===== src/design/kems_pkg.sv =====
`timescale 1ns / 1ps
`default_nettype none
// ----------------------------------------------------------------------------
// kems_pkg
// Shared types and constants for the key event matrix scanner.
// ----------------------------------------------------------------------------
package kems_pkg;

    localparam int HELD_SLOTS     = 16;
    localparam int MATRIX_ROWS    = 8;
    localparam int HOST_KEY_CODES = 256;

    localparam int KEY_W   = 8;
    localparam int MASK_W  = 8;
    localparam int ROW_W   = 3;
    localparam int SCAN_W  = 4;
    localparam int DATA_W  = 8;
    localparam int OP_W    = 3;
    localparam int CFG_IW  = 3;

    // Table: one entry per (host key, host shift) pair
    localparam int TBL_AW    = KEY_W + 1;
    localparam int TBL_DEPTH = 1 << TBL_AW;
    localparam int TBL_W     = 1 + ROW_W + MASK_W + 1;

    // Held list
    localparam int HELD_W  = KEY_W + 1;
    localparam int HELD_IW = (HELD_SLOTS > 1) ? $clog2(HELD_SLOTS) : 1;
    localparam int HELD_CW = $clog2(HELD_SLOTS + 1);

    localparam int ROW_IW  = (MATRIX_ROWS > 1) ? $clog2(MATRIX_ROWS) : 1;

    localparam logic [SCAN_W-1:0] SCAN_NONE = SCAN_W'(8);
    localparam logic [DATA_W-1:0] READ_NONE = 8'hFF;

    typedef enum logic [OP_W-1:0] {
        OP_LOAD      = 3'd0,
        OP_CLEAR     = 3'd1,
        OP_PRESS     = 3'd2,
        OP_RELEASE   = 3'd3,
        OP_ROW_WRITE = 3'd4,
        OP_READ      = 3'd5
    } op_t;

    typedef enum logic [CFG_IW-1:0] {
        CFG_LEFT_SHIFT  = 3'd0,
        CFG_RIGHT_SHIFT = 3'd1,
        CFG_ALTGR       = 3'd2,
        CFG_SHIFT_ROW   = 3'd3,
        CFG_SHIFT_MASK  = 3'd4
    } cfg_idx_t;

    typedef enum logic [3:0] {
        ST_CLEAR,
        ST_IDLE,
        ST_P_LOOK,
        ST_P_SET,
        ST_R_CMP,
        ST_R_TBL,
        ST_R_SHF,
        ST_R_MOVE,
        ST_FINISH
    } state_t;

    // Read-modify-write request to the key matrix
    typedef struct packed {
        logic              we;
        logic [ROW_W-1:0]  row;
        logic [MASK_W-1:0] mask;
        logic              set;
    } drive_t;

    typedef struct packed {
        logic              valid;
        logic [ROW_W-1:0]  row;
        logic [MASK_W-1:0] mask;
        logic              tshift;
    } tbl_entry_t;

endpackage : kems_pkg
`default_nettype wire


===== src/design/kems_matrix.sv =====
`timescale 1ns / 1ps
`default_nettype none
// ----------------------------------------------------------------------------
// kems_matrix
// Key matrix bank: applies set/clear drives and serves the scan row read.
// ----------------------------------------------------------------------------
module kems_matrix (
    input  wire logic                          aclk,
    input  wire logic                          aresetn,
    input  wire kems_pkg::drive_t              drv,
    input  wire logic [kems_pkg::SCAN_W-1:0]   scan_row,
    output logic      [kems_pkg::DATA_W-1:0]   scan_data
);
    import kems_pkg::*;

    logic [MASK_W-1:0] mtx_reg [MATRIX_ROWS];
    logic [MASK_W-1:0] old_row;
    logic [MASK_W-1:0] new_row;
    logic              drv_ok;
    logic              scan_ok;

    assign drv_ok  = drv.we && ({1'b0, drv.row} < SCAN_W'(MATRIX_ROWS));
    assign scan_ok = (scan_row < SCAN_W'(MATRIX_ROWS));

    always_comb begin
        old_row = mtx_reg[drv.row[ROW_IW-1:0]];
        if (drv.set) begin
            new_row = old_row | drv.mask;
        end else begin
            new_row = old_row & ~drv.mask;
        end
    end

    always_ff @(posedge aclk) begin
        if (!aresetn) begin
            for (int i = 0; i < MATRIX_ROWS; i++) begin
                mtx_reg[i] <= '0;
            end
        end else if (drv_ok) begin
            mtx_reg[drv.row[ROW_IW-1:0]] <= new_row;
        end
    end

    // columns are active low towards the processor
    always_comb begin
        if (scan_ok) begin
            scan_data = ~mtx_reg[scan_row[ROW_IW-1:0]];
        end else begin
            scan_data = READ_NONE;
        end
    end

endmodule : kems_matrix
`default_nettype wire


===== config.mk =====
export PLATFORM = sky130hd
export DESIGN_NAME = kems_matrix
export DESIGN_NICKNAME = d
export VERILOG_FILES = /design/src/design/kems_pkg.sv /design/src/design/kems_matrix.sv
export SDC_FILE = /design/constraint.sdc
export NUM_CORES = 1
export LEC_CHECK = 0
export ABC_AREA = 1
export ABC_CLOCK_PERIOD_IN_PS = 3000
export BUFFER_PORTS_ARGS = -buffer_cell sky130_fd_sc_hd__buf_2
export CORE_MARGIN = 2
export CORE_UTILIZATION = 50
export DETAILED_ROUTE_END_ITERATION = 6
export GPL_TIMING_DRIVEN = 1
export MAX_ROUTING_LAYER = met4
export PLACE_DENSITY = 0.65
export SYNTH_ARGS = -nofsm -noshare
export SYNTH_HDL_FRONTEND = slang
export SYNTH_SLANG_ARGS = --single-unit

===== constraint.sdc =====
create_clock -name aclk -period 3 [get_ports aclk]
set_input_delay 0.6 -clock aclk [delete_from_list [all_inputs] [get_ports aclk]]
set_output_delay 0.6 -clock aclk [all_outputs]
set_load 0.02 [all_outputs]

==> impl_metrics.toml <==
[drt]
drt_iter0_markers = 230
antenna_left = 0
via_count = 3215
vias_per_cell = 5.54
drt-total-wl_mm = 9.85
dr.pass1.iters = 5
drc = 0
routedWlPerCell_um = 17.0

[global_route]
grt_pass1_wl_mm = 15.2
grt.overflow.total = 0
grt_use_total = 0.268
grt_pass1_vias = 3056
antenna_found_initial = 0
grt_max_degree = 33

[yosys]
avgSynthCellArea_um2 = 8.15
ys_seq_area_frac = 0.524
synthDistinctLibCells = 21
synth_area_mm2 = 0.00367
ys_warn_count = 0
mappedNetlistNets = 469
synth-seq-cells = 64
syn_inst = 450

[power]
power.leakage_nw = 1.75
ir_drop_v = 0.000269
p_per_area_mw_per_mm2 = 506

[min_path]
min_path_cells = 4
hp-class = "in -> reg"

[clock_network]
cts_tree = "done"
clk_pin_slew_worst_paths_ns = 0.08
htreeDepth = 3
cts-resized-gates = 0
cts_hold_buf = 0
insertion_delay_ns = 0.35
postCtsSetupRepairBufs = 0
cts_buffer_depth = 2
cts_inserted_buffers = 9
cts.sinks = 64
cts_root_buf = "clkbuf_8"

[timing]
worst_pin_slew_ns = 0.657
slew_viol_final = 0
tns_ns = 0
max_freq_ghz = 0.411
max_slew_margin = 0.562
finClkSkew_ns = 0.0122
finalSetupViolCount = 0
fin_hold_ws_ns = 0.780
hold_viol = 0
finalCriticalPeriod_ns = 2.44
rsz0062_at_grt = "no"
period_share = 0.812

[cells_and_area]
largest_reg_flops = 64
synthToLayoutAreaGrowth_pct = 11.6
antenna-diode-count = 0
drive_above_1_share = 0.146
final_nets = 495

[floorplanning]
chipHeight_um = 89.6
initial_utilization = 0.511
io-pin-count = 27
std_cell_rows = 31
die_area_mm2 = 0.00804
die_x_um = 89.6
coreArea_mm2 = 0.00718

[worst_setup_path]
crit_type = "in -> out"
r2r_cells = 5
startpoint_type = "input pin"
worstPathMaxFanout = 32
critical_path.endpoint_type = "output pin"
required_ns = 2.40
critPathArrivalTime_ns = 1.84

[placement]
place_congestion = 0.875
hpwl_mm = 7.19
io_buffers = 26

[run_status]
outcome = "completed"

[job]
cap_viol_max_count = 0
where the power goes:
group / leakage, nW / total, W / switching, W / internal (W)
sequential: 0.661 / 0.00104 / 0.0000168 / 0.00102
combinational: 0.994 / 0.000304 / 0.000215 / 0.0000884
clock: 0.0920 / 0.000727 / 0.000348 / 0.000379
through the flow:
step	setup WS, ns	total power, W	instances	instance area (um^2)	utilization
after floorplan	0.925	0.00126	450	3670	-
after global placement	0.604	0.00136	564	3910	0.544
after detailed placement	0.590	0.00136	564	3910	0.544
after CTS	0.586	0.00208	580	4090	0.571
after global routing	0.500	0.00214	580	4090	0.571
final	0.564	0.00207	580	4090	0.571
cells in the final DEF, fill, tap and decap left out:
cell type   count
or2_2           1
nor2_2          2
nand3_1        57
clkbuf_8        9
a21oi_1        16
bufinv_16       1
inv_2           4
o21ai_0        16
o21bai_1        7
buf_12          1
nor2_4          2
o21ai_2         7
inv_1          60
edfxtp_1       64
buf_2          26
buf_4           7
o21bai_4        1
clkbuf_1        1
nor2_1         73
nand2_1       101
nand2_2         4
clkinvlp_4      2
clkinv_2        3
o211ai_1       16
cell usage after synthesis (all sizes together):
cell	number	share of area
nand2	105	0.11
nor2	77	0.084
edfxtp	64	0.52
inv	64	0.066
nand3	57	0.078
o21ai	23	0.039
a21oi	16	0.022
o211ai	16	0.033
buf	12	0.016
o21bai	8	0.019
clkbuf	7	0.0075
or2	1	0.0017
metal layers:
metal / track usage / wire, um / share of wire
met4: 0.113 / 251 / 0.025
met5: - / 0 / 0
met2: 0.435 / 4840 / 0.49
met1: 0.332 / 4150 / 0.42
met3: 0.0457 / 613 / 0.062
area by class of cell:
class	instances	area (um^2)
Sequential cell	64	1920
Timing Repair Buffer	34	203
Clock buffer	10	128
Fill cell	682	3080
Inverter	64	240
Tap cell	99	124
Clock inverter	6	60.1
Multi-Input combinational cell	303	1420
logic make-up (layout without fill, tap and decap cells):
logic type,after synthesis,in the layout,share of synthesized area
flip-flops,64,64,0.524
buffers and inverters,83,114,0.0894
AND/OR/NAND/NOR,240,240,0.274
AO/OA/AOI/OAI,63,63,0.113
worst paths after layout:
path / start / to / slack (ns)
setup / recovery: scan_row[0] / scan_data[7] / 0.56
setup reg to reg: mtx_reg[0][2]$_SDFFCE_PN0P_ / mtx_reg[6][2]$_SDFFCE_PN0P_ / 1.48
hold / removal: drv[7] / mtx_reg[5][6]$_SDFFCE_PN0P_ / 0.78
hold reg to reg: mtx_reg[4][6]$_SDFFCE_PN0P_ / mtx_reg[5][6]$_SDFFCE_PN0P_ / 0.92
worst max-delay path, cell delays in order:
cell and delay [ns]:
buf_2 0.30, buf_12 0.23, a21oi_1 0.08, o21ai_0 0.16, nand3_1 0.13, nand3_1 0.14, buf_2 0.18
(Power assumes the default switching activity.)
